===== src/hw/rtl/lzwd_ram.sv =====
`default_nettype none
module lzwd_ram #(
	parameter int Width = 8,
	parameter int Depth = 256
) (
	input  wire logic                     clk,
	input  wire logic                     we,
	input  wire logic [$clog2(Depth)-1:0] waddr,
	input  wire logic [Width-1:0]         wdata,
	input  wire logic                     re,
	input  wire logic [$clog2(Depth)-1:0] raddr,
	output      logic [Width-1:0]         rdata
);

	logic [Width-1:0] mem [Depth];

	always_ff @(posedge clk) begin
		if (we) begin
			mem[waddr] <= wdata;
		end
		if (re) begin
			rdata <= mem[raddr];
		end
	end

endmodule
`default_nettype wire


===== config.mk =====
export PLATFORM = sky130hd
export DESIGN_NAME = lzwd_ram
export DESIGN_NICKNAME = d
export VERILOG_FILES = /design/src/hw/rtl/lzwd_ram.sv
export SDC_FILE = /design/constraint.sdc
export NUM_CORES = 2
export LEC_CHECK = 0
export BUFFER_PORTS_ARGS = -buffer_cell sky130_fd_sc_hd__buf_2
export CAP_MARGIN = 15
export CORE_MARGIN = 5
export CORE_UTILIZATION = 25
export CTS_CLUSTER_DIAMETER = 80
export DETAILED_ROUTE_END_ITERATION = 10
export PLACE_DENSITY = 0.44
export SLEW_MARGIN = 10
export SYNTH_ARGS = -nofsm -noshare
export SYNTH_HDL_FRONTEND = slang
export SYNTH_SLANG_ARGS = --single-unit

===== constraint.sdc =====
create_clock -name clk -period 3.25 [get_ports clk]
set_clock_uncertainty 0.05 [all_clocks]
set_input_delay 0.1625 -clock clk [delete_from_list [all_inputs] [get_ports clk]]
set_output_delay 0.1625 -clock clk [all_outputs]
set_load 0.03 [all_outputs]

==> key figures <==
Run status
  • Outcome: finished, final reports clean

Worst setup path
  • CP Data Required Time: 3.79 ns
  • Reg2Reg Depth: 9
  • Reg2reg end: rdata[5]
  • Reg2Reg Setup Slack: 0.24 ns
  • Critical path launch point: mem[80][5]
  • Crit. End Element: flip-flop
  • Reg2reg start: mem[80][5]
  • WP data arrival: 3.56 ns
  • CP Max Fanout: 1
  • Critical Path Source Type: flip-flop
  • Crit path capture: rdata[5]
  • Crit Path Class: flip-flop to flip-flop

GRT
  • Pin count of the biggest net entering global routing: 114
  • First-pass GRT wire length: 328 mm
  • Initial antenna violation count: 21
  • Vias in the first global route: 41100
  • Total Routing Usage GR: 13.9%
  • Total gr overflow: 0

Synthesis
  • Sequential area share after synthesis: 77.5%
  • Yosys Warn Count: 0
  • Number of synthesized flops with an enable pin: 2056
  • Top FF cell, synth: edfxtp_1
  • Synth Area per Inst: 21.3 um^2
  • Syn Inst Count: 3733
  • Netlist Area Pre-Place: 79600 um^2
  • Synthesis-stage register bit count: 2056
  • Post-synthesis async set-or-reset flop share: 0%
  • Synth cell types: 54
  • Post-Syn Nets: 3760

Die
  • DIE AREA: 330000 um^2
  • Initial Util: 25.1%
  • Die Y: 574 um
  • Rows: 207
  • Ports: 35
  • CORE AREA: 318000 um^2
  • Die width: 574 um

STA
  • Fin crit share: 92.7%
  • Final Setup Violations: 0
  • Final Critical Period: 3.01 ns
  • Slew margin rel.: 29.2%
  • Setup ws final: 0.238 ns
  • Setup_tns: 0 ns
  • RSZ-0062 raised after global routing: no
  • Max Clock Freq: 332 MHz
  • Max Transition Viols Final: 0
  • Final hold viol count: 0
  • Worst slew pin tran: 1.06 ns

Place
  • Cells after DPL: 8263
  • Placer Congestion: 0.788
  • Port Buf Inserts: 34
  • Pre-CTS WS: -0.385 ns
  • Post-DP HPWL: 153 mm

Clocking
  • CTS tree: done
  • Clock Sinks: 2056
  • CTS buffer count: 222
  • PostCTS Resize Cnt: 0
  • Clock Latency Late Sink: 0.92 ns
  • Clk slew on worst S/H paths: 0.06 ns
  • CTS H-tree lvls: 4
  • Max clock buf depth: 4
  • Clock root buffer: clkbuf_16

Power and ir drop
  • Net Sw Frac: 22.1%
  • Flop pwr share: 52.3%
  • Net Switching: 0.0124 W
  • Leak pwr: 29.8 nW
  • Maximum vdd drop: 0.000440 V
  • P per Cell Area: 587 nW/um^2
  • Clock power frac: 42.2%
  • Comb pwr share: 5.5%
  • Internal Power: 0.0436 W

Final layout
  • Final non-filler cell total: 8692
  • Nets: 4351
  • Layout cells sized above 1: 30.2%
  • Area growth syn-to-layout: 19.9%

Detailed routing
  • Via-to-Cell Ratio: 4.63
  • # DRC: 0
  • Initial drt markers: 3823
  • Routed WL per cell: 27.0 um
  • Antenna Nets Post-Route: 0
  • Vias after detailed routing: 40200
  • WL final: 235 mm
  • Drt first pass iters: 5

Min path
  • Min-Delay Path Class: input port to flip-flop

Job
  • Max cap viols: 0
==> critical path, stage by stage (launching register included) <==
cell and delay, ns:
edfxtp_1 0.36, mux4_2 0.52, a22o_1 0.26, a221oi_1 0.48, buf_4 0.27, o32ai_1 0.10, buf_4 0.20, nor3_1 0.19
buf_4 0.20, nor4_1 0.06
==> Yosys cell counts, drive strengths merged (6+ instances only) <==
library cell / n / area [um^2]
nor2b: 31 / 194
nand2b: 8 / 50.1
nor2: 282 / 1060
mux2i: 134 / 1340
nor4: 27 / 188
nand4: 10 / 62.6
a22oi: 133 / 998
o211ai: 10 / 75.1
buf: 122 / 1030
clkbuf: 111 / 417
nand3: 34 / 170
nor3: 22 / 110
mux4: 456 / 10300
a221oi: 14 / 129
a22o: 8 / 70.1
o22ai: 28 / 175
and2: 6 / 37.5
o221ai: 47 / 418
o21ai: 12 / 60.1
nand2: 33 / 124
a211oi: 16 / 120
a21oi: 96 / 480
edfxtp: 2056 / 61700
==> placed cells by master (no fill, tap or decap), types with 28 or more instances in the layout <==
cell type / count
nand2_1: 33
a22oi_1: 133
edfxtp_1: 2056
buf_4: 494
mux4_2: 454
mux2i_1: 134
clkbuf_1: 48
clkinv_1: 63
nor2_1: 279
o22ai_1: 28
o221ai_1: 46
nor2b_1: 28
clkinv_2: 40
buf_12: 56
a21oi_1: 96
clkbuf_16: 223
==> timing repair <==
item / in CTS / in global routing
setup endpoints to repair: 0 / 0
endpoints found under the hold margin: 937 / 0
setup buffers: 0 / 0
hold buffers: 16 / 0
==> per-stage QoR <==
step / area, um^2 / hold WS, ns / total power, W / utilization [%]
4_1_cts: 95500 / 0.00514 / 0.0568 / 30.1
2_1_floorplan: 79600 / 0.211 / 0.0313 / -
5_1_grt: 95500 / 0.0609 / 0.0580 / 30.1
3_5_place_dp: 88600 / 0.591 / 0.0330 / 27.9
3_3_place_gp: 88600 / 0.578 / 0.0330 / 27.9
6_report: 95500 / 0.0870 / 0.0560 / 30.1
==> area by class of cell <==
cell class              instances  area (um^2)
fillers                     30900       222000
flip-flops and latches       2056        61700
multi-input cells            1442        16500
clock buffers                 271         5760
repair buffers                600         5270
well taps                    4180         5230
clock inverters               129          947
diodes                         12         30.0
inverters                       2         7.51
==> metal layers <==
layer,track usage [%],part of all wire (%)
met1,19.1,44
met2,22.2,47
met3,3.02,6.3
met4,3.67,2.6
met5,0,0.043
==> flip-flops by register name, indices dropped and copies added, names as in the netlist <==
name	count
mem	2048
rdata	8
==> worst min path at each step <==
stage,slack [ns],from,depth (start not counted),end
2_1_floorplan,0.21,wdata[0],0,mem[0][0]
3_3_place_gp,0.58,wdata[5],1,mem[58][5]
6_report,0.09,waddr[5],4,mem[246][6]
4_1_cts,0.005,waddr[5],4,mem[246][6]
3_5_place_dp,0.59,wdata[5],1,mem[58][5]
5_1_grt,0.06,waddr[5],4,mem[246][6]
==> power groups by stage <==
stage          clock (W)  sequential, W  combinational [W]
2_1_floorplan          0         0.0298            0.00142
3_3_place_gp           0         0.0299            0.00310
3_5_place_dp           0         0.0299            0.00312
4_1_cts           0.0243         0.0293            0.00314
5_1_grt           0.0255         0.0293            0.00326
6_report          0.0237         0.0293            0.00307
==> cell families (layout without fill, tap and decap cells) <==
group                  after synthesis  in the layout  share of synthesized area (%)
buffers and inverters              235           1002                           1.83
muxes                              591            591                           14.6
other                                0             12                              0
DFF                               2056           2056                           77.5
and+or+nand+nor                    466            466                           2.63
AOI/OAI and AO/OA                  385            385                           3.42
Note: power is estimated with default switching activity, not from simulation.
