`src/hw/rtl/lzwd_pkg.sv`:
```
`default_nettype none
package lzwd_pkg;

	localparam int DictSize  = 4096;
	localparam int AddrBits  = $clog2(DictSize);
	localparam int SymBits   = 8;
	localparam int CodeBits  = 12;
	localparam int WidthBits = 4;
	localparam logic [WidthBits-1:0] InitWidth = WidthBits'(8);
	localparam logic [AddrBits-1:0]  LastRoot  = AddrBits'((1 << SymBits) - 1);
	localparam logic [AddrBits-1:0]  LastEntry = AddrBits'(DictSize - 1);

	typedef struct packed {
		logic                valid;
		logic [AddrBits-1:0] idx;
	} link_t;

	typedef struct packed {
		logic [SymBits-1:0] sym_byte;
		link_t              first_child;
		link_t              left_link;
		link_t              right_link;
	} node_t;

	localparam int NodeBits = $bits(node_t);

	typedef struct packed {
		logic                we;
		logic [AddrBits-1:0] waddr;
		node_t               wdata;
		logic                re;
		logic [AddrBits-1:0] raddr;
	} ram_req_t;

	typedef struct packed {
		logic                 found;
		logic [CodeBits-1:0]  code;
		logic                 inserted;
		logic [CodeBits-1:0]  new_code;
		logic [WidthBits-1:0] code_bits;
		logic                 table_full;
	} result_t;

	typedef enum logic [2:0] {
		ST_CLEAR,
		ST_IDLE,
		ST_RD_PREFIX,
		ST_WALK,
		ST_MISS,
		ST_WR_NEW,
		ST_RESULT
	} state_t;

endpackage
`default_nettype wire

```
`src/hw/rtl/lzwd_ctrl.sv`:
```
`default_nettype none
module lzwd_ctrl (
	input  wire logic                            clk,
	input  wire logic                            arst_n,
	input  wire logic                            in_valid,
	output      logic                            in_ready,
	input  wire logic                            in_has_prefix,
	input  wire logic [lzwd_pkg::CodeBits-1:0]   in_prefix,
	input  wire logic [lzwd_pkg::SymBits-1:0]    in_symbol,
	output      lzwd_pkg::ram_req_t              ram_req,
	input  wire lzwd_pkg::node_t                 ram_rdata,
	output      logic                            res_valid,
	input  wire logic                            res_ready,
	output      lzwd_pkg::result_t               res
);

	lzwd_pkg::state_t                     state_q, state_d;
	logic [lzwd_pkg::AddrBits-1:0]        clr_cnt_q, clr_cnt_d;
	logic [lzwd_pkg::AddrBits-1:0]        last_code_q, last_code_d;
	logic [lzwd_pkg::WidthBits-1:0]       width_q, width_d;
	logic [lzwd_pkg::SymBits-1:0]         sym_q, sym_d;
	logic [lzwd_pkg::AddrBits-1:0]        prefix_q, prefix_d;
	lzwd_pkg::node_t                      parent_q, parent_d;
	logic [lzwd_pkg::AddrBits-1:0]        parent_addr_q, parent_addr_d;
	logic [lzwd_pkg::AddrBits-1:0]        cur_addr_q, cur_addr_d;
	logic                                 have_prev_q, have_prev_d;
	logic                                 dir_right_q, dir_right_d;
	lzwd_pkg::result_t                    res_q, res_d;

	always_ff @(posedge clk or negedge arst_n) begin
		if (!arst_n) begin
			state_q     <= lzwd_pkg::ST_CLEAR;
			clr_cnt_q   <= '0;
			last_code_q <= lzwd_pkg::LastRoot;
			width_q     <= lzwd_pkg::InitWidth;
			have_prev_q <= 1'b0;
		end else begin
			state_q     <= state_d;
			clr_cnt_q   <= clr_cnt_d;
			last_code_q <= last_code_d;
			width_q     <= width_d;
			have_prev_q <= have_prev_d;
		end
	end

	always_ff @(posedge clk) begin
		sym_q         <= sym_d;
		prefix_q      <= prefix_d;
		parent_q      <= parent_d;
		parent_addr_q <= parent_addr_d;
		cur_addr_q    <= cur_addr_d;
		dir_right_q   <= dir_right_d;
		res_q         <= res_d;
	end

	always_comb begin
		logic [lzwd_pkg::AddrBits-1:0]  new_idx;
		logic [lzwd_pkg::WidthBits-1:0] new_width;
		lzwd_pkg::link_t                nxt;
		lzwd_pkg::node_t                upd;

		state_d       = state_q;
		clr_cnt_d     = clr_cnt_q;
		last_code_d   = last_code_q;
		width_d       = width_q;
		sym_d         = sym_q;
		prefix_d      = prefix_q;
		parent_d      = parent_q;
		parent_addr_d = parent_addr_q;
		cur_addr_d    = cur_addr_q;
		have_prev_d   = have_prev_q;
		dir_right_d   = dir_right_q;
		res_d         = res_q;
		ram_req       = '0;
		in_ready      = 1'b0;
		res_valid     = 1'b0;

		new_idx   = last_code_q + 1'b1;
		new_width = ((lzwd_pkg::AddrBits+1)'(new_idx) ==
			((lzwd_pkg::AddrBits+1)'(1) << width_q)) ? width_q + 1'b1 : width_q;
		nxt = ram_rdata.sym_byte < sym_q ? ram_rdata.right_link : ram_rdata.left_link;
		upd = parent_q;

		case (state_q)
			lzwd_pkg::ST_CLEAR: begin
				ram_req.we             = 1'b1;
				ram_req.waddr          = clr_cnt_q;
				ram_req.wdata          = '0;
				ram_req.wdata.sym_byte = clr_cnt_q[lzwd_pkg::SymBits-1:0];
				clr_cnt_d              = clr_cnt_q + 1'b1;
				if (clr_cnt_q == lzwd_pkg::LastEntry) begin
					state_d = lzwd_pkg::ST_IDLE;
				end
			end
			lzwd_pkg::ST_IDLE: begin
				in_ready = 1'b1;
				if (in_valid) begin
					sym_d       = in_symbol;
					prefix_d    = lzwd_pkg::AddrBits'(in_prefix);
					have_prev_d = 1'b0;
					if (!in_has_prefix) begin
						res_d           = '0;
						res_d.found     = 1'b1;
						res_d.code      = lzwd_pkg::CodeBits'(in_symbol);
						res_d.code_bits = width_q;
						state_d         = lzwd_pkg::ST_RESULT;
					end else begin
						ram_req.re    = 1'b1;
						ram_req.raddr = lzwd_pkg::AddrBits'(in_prefix);
						state_d       = lzwd_pkg::ST_RD_PREFIX;
					end
				end
			end
			lzwd_pkg::ST_RD_PREFIX: begin
				parent_d      = ram_rdata;
				parent_addr_d = prefix_q;
				if (ram_rdata.first_child.valid) begin
					ram_req.re    = 1'b1;
					ram_req.raddr = ram_rdata.first_child.idx;
					cur_addr_d    = ram_rdata.first_child.idx;
					state_d       = lzwd_pkg::ST_WALK;
				end else begin
					state_d = lzwd_pkg::ST_MISS;
				end
			end
			lzwd_pkg::ST_WALK: begin
				if (ram_rdata.sym_byte == sym_q) begin
					res_d           = '0;
					res_d.found     = 1'b1;
					res_d.code      = lzwd_pkg::CodeBits'(cur_addr_q);
					res_d.code_bits = width_q;
					state_d         = lzwd_pkg::ST_RESULT;
				end else begin
					parent_d      = ram_rdata;
					parent_addr_d = cur_addr_q;
					have_prev_d   = 1'b1;
					dir_right_d   = ram_rdata.sym_byte < sym_q;
					if (nxt.valid) begin
						ram_req.re    = 1'b1;
						ram_req.raddr = nxt.idx;
						cur_addr_d    = nxt.idx;
					end else begin
						state_d = lzwd_pkg::ST_MISS;
					end
				end
			end
			lzwd_pkg::ST_MISS: begin
				res_d = '0;
				if (last_code_q == lzwd_pkg::LastEntry) begin
					res_d.table_full = 1'b1;
					res_d.code_bits  = width_q;
					state_d          = lzwd_pkg::ST_RESULT;
				end else begin
					last_code_d     = new_idx;
					width_d         = new_width;
					res_d.inserted  = 1'b1;
					res_d.new_code  = lzwd_pkg::CodeBits'(new_idx);
					res_d.code_bits = new_width;
					ram_req.we      = 1'b1;
					if (!have_prev_q && prefix_q == new_idx) begin
						// new entry is its own first child
						ram_req.waddr                   = new_idx;
						ram_req.wdata                   = '0;
						ram_req.wdata.sym_byte          = sym_q;
						ram_req.wdata.first_child.valid = 1'b1;
						ram_req.wdata.first_child.idx   = new_idx;
						state_d                         = lzwd_pkg::ST_RESULT;
					end else begin
						if (!have_prev_q) begin
							upd.first_child = '{valid: 1'b1, idx: new_idx};
						end else if (dir_right_q) begin
							upd.right_link = '{valid: 1'b1, idx: new_idx};
						end else begin
							upd.left_link = '{valid: 1'b1, idx: new_idx};
						end
						ram_req.waddr = parent_addr_q;
						ram_req.wdata = upd;
						state_d       = lzwd_pkg::ST_WR_NEW;
					end
				end
			end
			lzwd_pkg::ST_WR_NEW: begin
				ram_req.we             = 1'b1;
				ram_req.waddr          = last_code_q;
				ram_req.wdata          = '0;
				ram_req.wdata.sym_byte = sym_q;
				state_d                = lzwd_pkg::ST_RESULT;
			end
			lzwd_pkg::ST_RESULT: begin
				res_valid = 1'b1;
				if (res_ready) begin
					state_d = lzwd_pkg::ST_IDLE;
				end
			end
			default: begin
				state_d = lzwd_pkg::ST_IDLE;
			end
		endcase
	end

	assign res = res_q;

endmodule
`default_nettype wire

```
`config.mk`:
```
export PLATFORM = sky130hd
export DESIGN_NAME = lzwd_ctrl
export DESIGN_NICKNAME = d
export VERILOG_FILES = /design/src/hw/rtl/lzwd_pkg.sv /design/src/hw/rtl/lzwd_ctrl.sv
export SDC_FILE = /design/constraint.sdc
export NUM_CORES = 1
export LEC_CHECK = 0
export BUFFER_PORTS_ARGS = -buffer_cell sky130_fd_sc_hd__buf_2
export CAP_MARGIN = 10
export CORE_MARGIN = 8
export CORE_UTILIZATION = 57
export CTS_BUF_LIST = sky130_fd_sc_hd__clkbuf_2
export DETAILED_ROUTE_END_ITERATION = 7
export GPL_ROUTABILITY_DRIVEN = 0
export PLACE_DENSITY_LB_ADDON = 0.1
export SYNTH_ARGS = -nofsm -noshare
export SYNTH_HDL_FRONTEND = slang
export SYNTH_SLANG_ARGS = --single-unit
```
`constraint.sdc`:
```
create_clock -name clk -period 4.9 [get_ports clk]
set_input_delay 0.245 -clock clk [delete_from_list [all_inputs] [get_ports clk]]
set_output_delay 0.245 -clock clk [all_outputs]
set_load 0.02 [all_outputs]
```
==> reports/results.tsv <==
metric	value	unit
syn_inst	839	
antenna_found_initial	2	
fp.coreArea	0.0150	mm^2
die_w	139	um
p_comb_frac	0.259	
post-dp-hpwl	19.8	mm
relSlewSlack	0.241	
final-hold-violation-count	0	
final-max-slew-violation-count	0	
rsz0062_at_grt	false	
wl_per_cell	22.5	um
clk_pin_slew	220	ps
cts_root_buf	clkbuf_2	
tns	0	ps
grt_overflow_total	0	
clock_power_share	0.234	
yosysWarnings	0	
ant_nets	0	
power_frac_seq	0.508	
vias	7859	
synth_async_sr_flop_share	0.206	
synth_edf_count	123	
cap_violations	0	
grt_usage	0.287	
hp-class	primary input to flop	
yosys_most_used_dff	edfxtp_1	
nNetsFinal	1152	
end_kind	output port	
static-leakage-power	4.43	nW
max-vdd-ir-drop	0.219	mV
routed_wirelength	28.5	mm
fin_skew	18.5	ps
finalInstanceArea	0.0106	mm^2
die_h	139	um
start_util	0.576	
multi_input_area	0.00378	mm^2
cts_sinks	155	
nFillCells	1124	
status	finished clean	
power-per-cell-area	300	mW/mm^2
path_class	flop to output port	
port_buffers	177	
cp_slowest_cell	dfstp_2	
crit_chain	nand3_1 -> nor2_2 -> nor3b_1 -> or4_1 -> nor4_4 -> buf_4 -> nor2_1 -> a221o_1 -> buf_2	
synth_area	0.00866	mm^2
crit_buf_inv	2	
place_area	0.00964	mm^2
timing.fmax	219	MHz
cp.required	4660	ps
grt_start_max_net_pins	40	
vias_per_cell	6.21	
dieArea	0.0194	mm^2
swShare	0.338	
start_kind	flop	
drive_gt1_frac	0.243	
grt_pass1_vias	7405	
intPower	2.10	mW
cts_buffers	17	
power.total	3.18	mW
power_switching	1.07	mW
period_share	0.931	
max_stage_delay	770	ps
post_cts_buffers	0	
finalCriticalPeriod	4560	ps
area_growth	22.4	%
drc	0	
cts_tree	built	
synth_nets	929	
setup_viol	0	
drt_iter0_drc	1212	
io_pins	178	
h-tree-depth	4	
dr.pass1.iters	6	
cts.path.max_buffers	2	
path_max_fanout	20	
ff_latch_area	0.00451	mm^2
clock_latency	700	ps
yosysUniqueCellTypes	77	
yosys_register_bits	155	
grt_pass1_wl	42.8	mm
std_cell_rows	45	
cp.arrival	4320	ps
avgSynthCellArea	10.3	um^2
tightest_slew	1130	ps
ys_seq_area_frac	0.520	
cpLargestDelayFamily	simple AND/OR/NAND/NOR gates	
## routing by layer
| metal | global-route usage | share of wire | wire [um] | up-vias |
|---|---|---|---|---|
| met2 | 0.461 | 0.47 | 13300 | 547 |
| met5 | 0 | 0 | 0 | - |
| met4 | 0.113 | 0.039 | 1120 | 0 |
| met3 | 0.0657 | 0.11 | 2990 | 91 |
| met1 | 0.370 | 0.39 | 11100 | 3723 |
| li1 | - | - | - | 3498 |
## kinds of logic after synthesis
group	count (synthesis)	synth area share
AO/OA/AOI/OAI	180	0.145
XOR/XNOR	50	0.0571
adder cells (fa/ha/maj)	18	0.0260
flip-flops	155	0.520
AND/OR/NAND/NOR	323	0.180
multiplexers	22	0.0260
buffers and inverters	91	0.0462
## state kept, by name (all words and copies together) (netlist names)
signal	flops
parent_q	47
width_q	4
cur_addr_q	12
last_code_q	12
clr_cnt_q	12
sym_q	8
dir_right_q	1
prefix_q	12
parent_addr_q	12
have_prev_q	1
state_q	3
res	31
## stage by stage
| step | hold WS [ps] | utilization | worst slack, ps | std cells |
|---|---|---|---|---|
| 3_3_place_gp | 380 | 0.641 | 1190 | 1161 |
| 5_1_grt | 43.0 | 0.705 | 78.9 | 1265 |
| 2_1_floorplan | -50.6 | - | 1050 | 839 |
| 6_report | 78.3 | 0.705 | 338 | 1265 |
| 4_1_cts | 43.7 | 0.704 | 282 | 1263 |
| 3_5_place_dp | 374 | 0.641 | 1120 | 1161 |
## final timing paths
check	depth (start not counted)	end	slack (ps)	start
min	5	state_q[2]	80	in_has_prefix
max in group asynchronous	2	state_q[0]	4290	arst_n
min reg2reg	1	clr_cnt_q[10]	510	clr_cnt_q[10]
max	9	ram_req[52]	340	last_code_q[0]
min in group asynchronous	2	width_q[2]	130	arst_n
max reg2reg	8	res[2]	1520	last_code_q[0]
## power groups by stage
| stage | Clock (mW) | Combinational, mW | Sequential, mW |
|---|---|---|---|
| floorplan | 0 | 0.514 | 1.59 |
| global placement | 0 | 0.751 | 1.63 |
| detailed placement | 0 | 0.756 | 1.64 |
| CTS | 0.750 | 0.803 | 1.61 |
| global route | 0.796 | 0.881 | 1.62 |
| finish | 0.742 | 0.822 | 1.61 |
## synth_stat cells (17+ instances only)
cell,n,share of area
a211oi_1,23,0.020
a21oi_1,42,0.024
a22oi_1,17,0.015
a31oi_1,18,0.013
and3_1,34,0.025
clkbuf_1,38,0.016
dfrtp_1,23,0.066
edfxtp_1,123,0.43
ha_1,18,0.026
inv_1,29,0.013
mux2i_1,18,0.021
nand2_1,91,0.039
nor2_1,111,0.048
o21ai_0,19,0.011
xnor2_1,30,0.030
## cell type report
type	count	area share
Clock inverter	13	0.0143
Tap cell	188	0.0222
Timing Repair Buffer	263	0.161
Clock buffer	19	0.00897
Sequential cell	155	0.425
Antenna cell	2	0.000472
Multi-Input combinational cell	593	0.357
Inverter	32	0.0113
## worst min-delay path, stage by stage
cell	delay [ps]
buf_2	110
nand2_1	60
a2bb2oi_1	60
o21bai_1	130
a41o_1	160
## placed cells by master (no fill, tap or decap), types with 7 or more instances in the layout
cell	n
nor3_1	9
clkbuf_2	19
dfstp_2	9
nor2_1	110
and2_1	12
a21o_1	10
edfxtp_1	123
o21ai_0	18
a31oi_1	18
nand4_1	7
a22oi_1	17
and3_1	34
inv_1	28
buf_2	177
buf_4	16
ha_1	18
a221o_1	11
xor2_1	15
mux2i_1	18
nand3_1	14
xnor2_1	30
dlygate4sd3_1	70
nand2_1	91
nor4_1	7
a211oi_1	23
a21oi_1	42
dfrtp_1	23
## timing repair
| action | in CTS | in global routing |
|---|---|---|
| setup endpoints to repair | 0 | 5 |
| hold buffers | 70 | 0 |
| hold endpoints to repair | 123 | 0 |
| resized for setup | 0 | 1 |
Note: power is estimated with default switching activity, not from simulation.
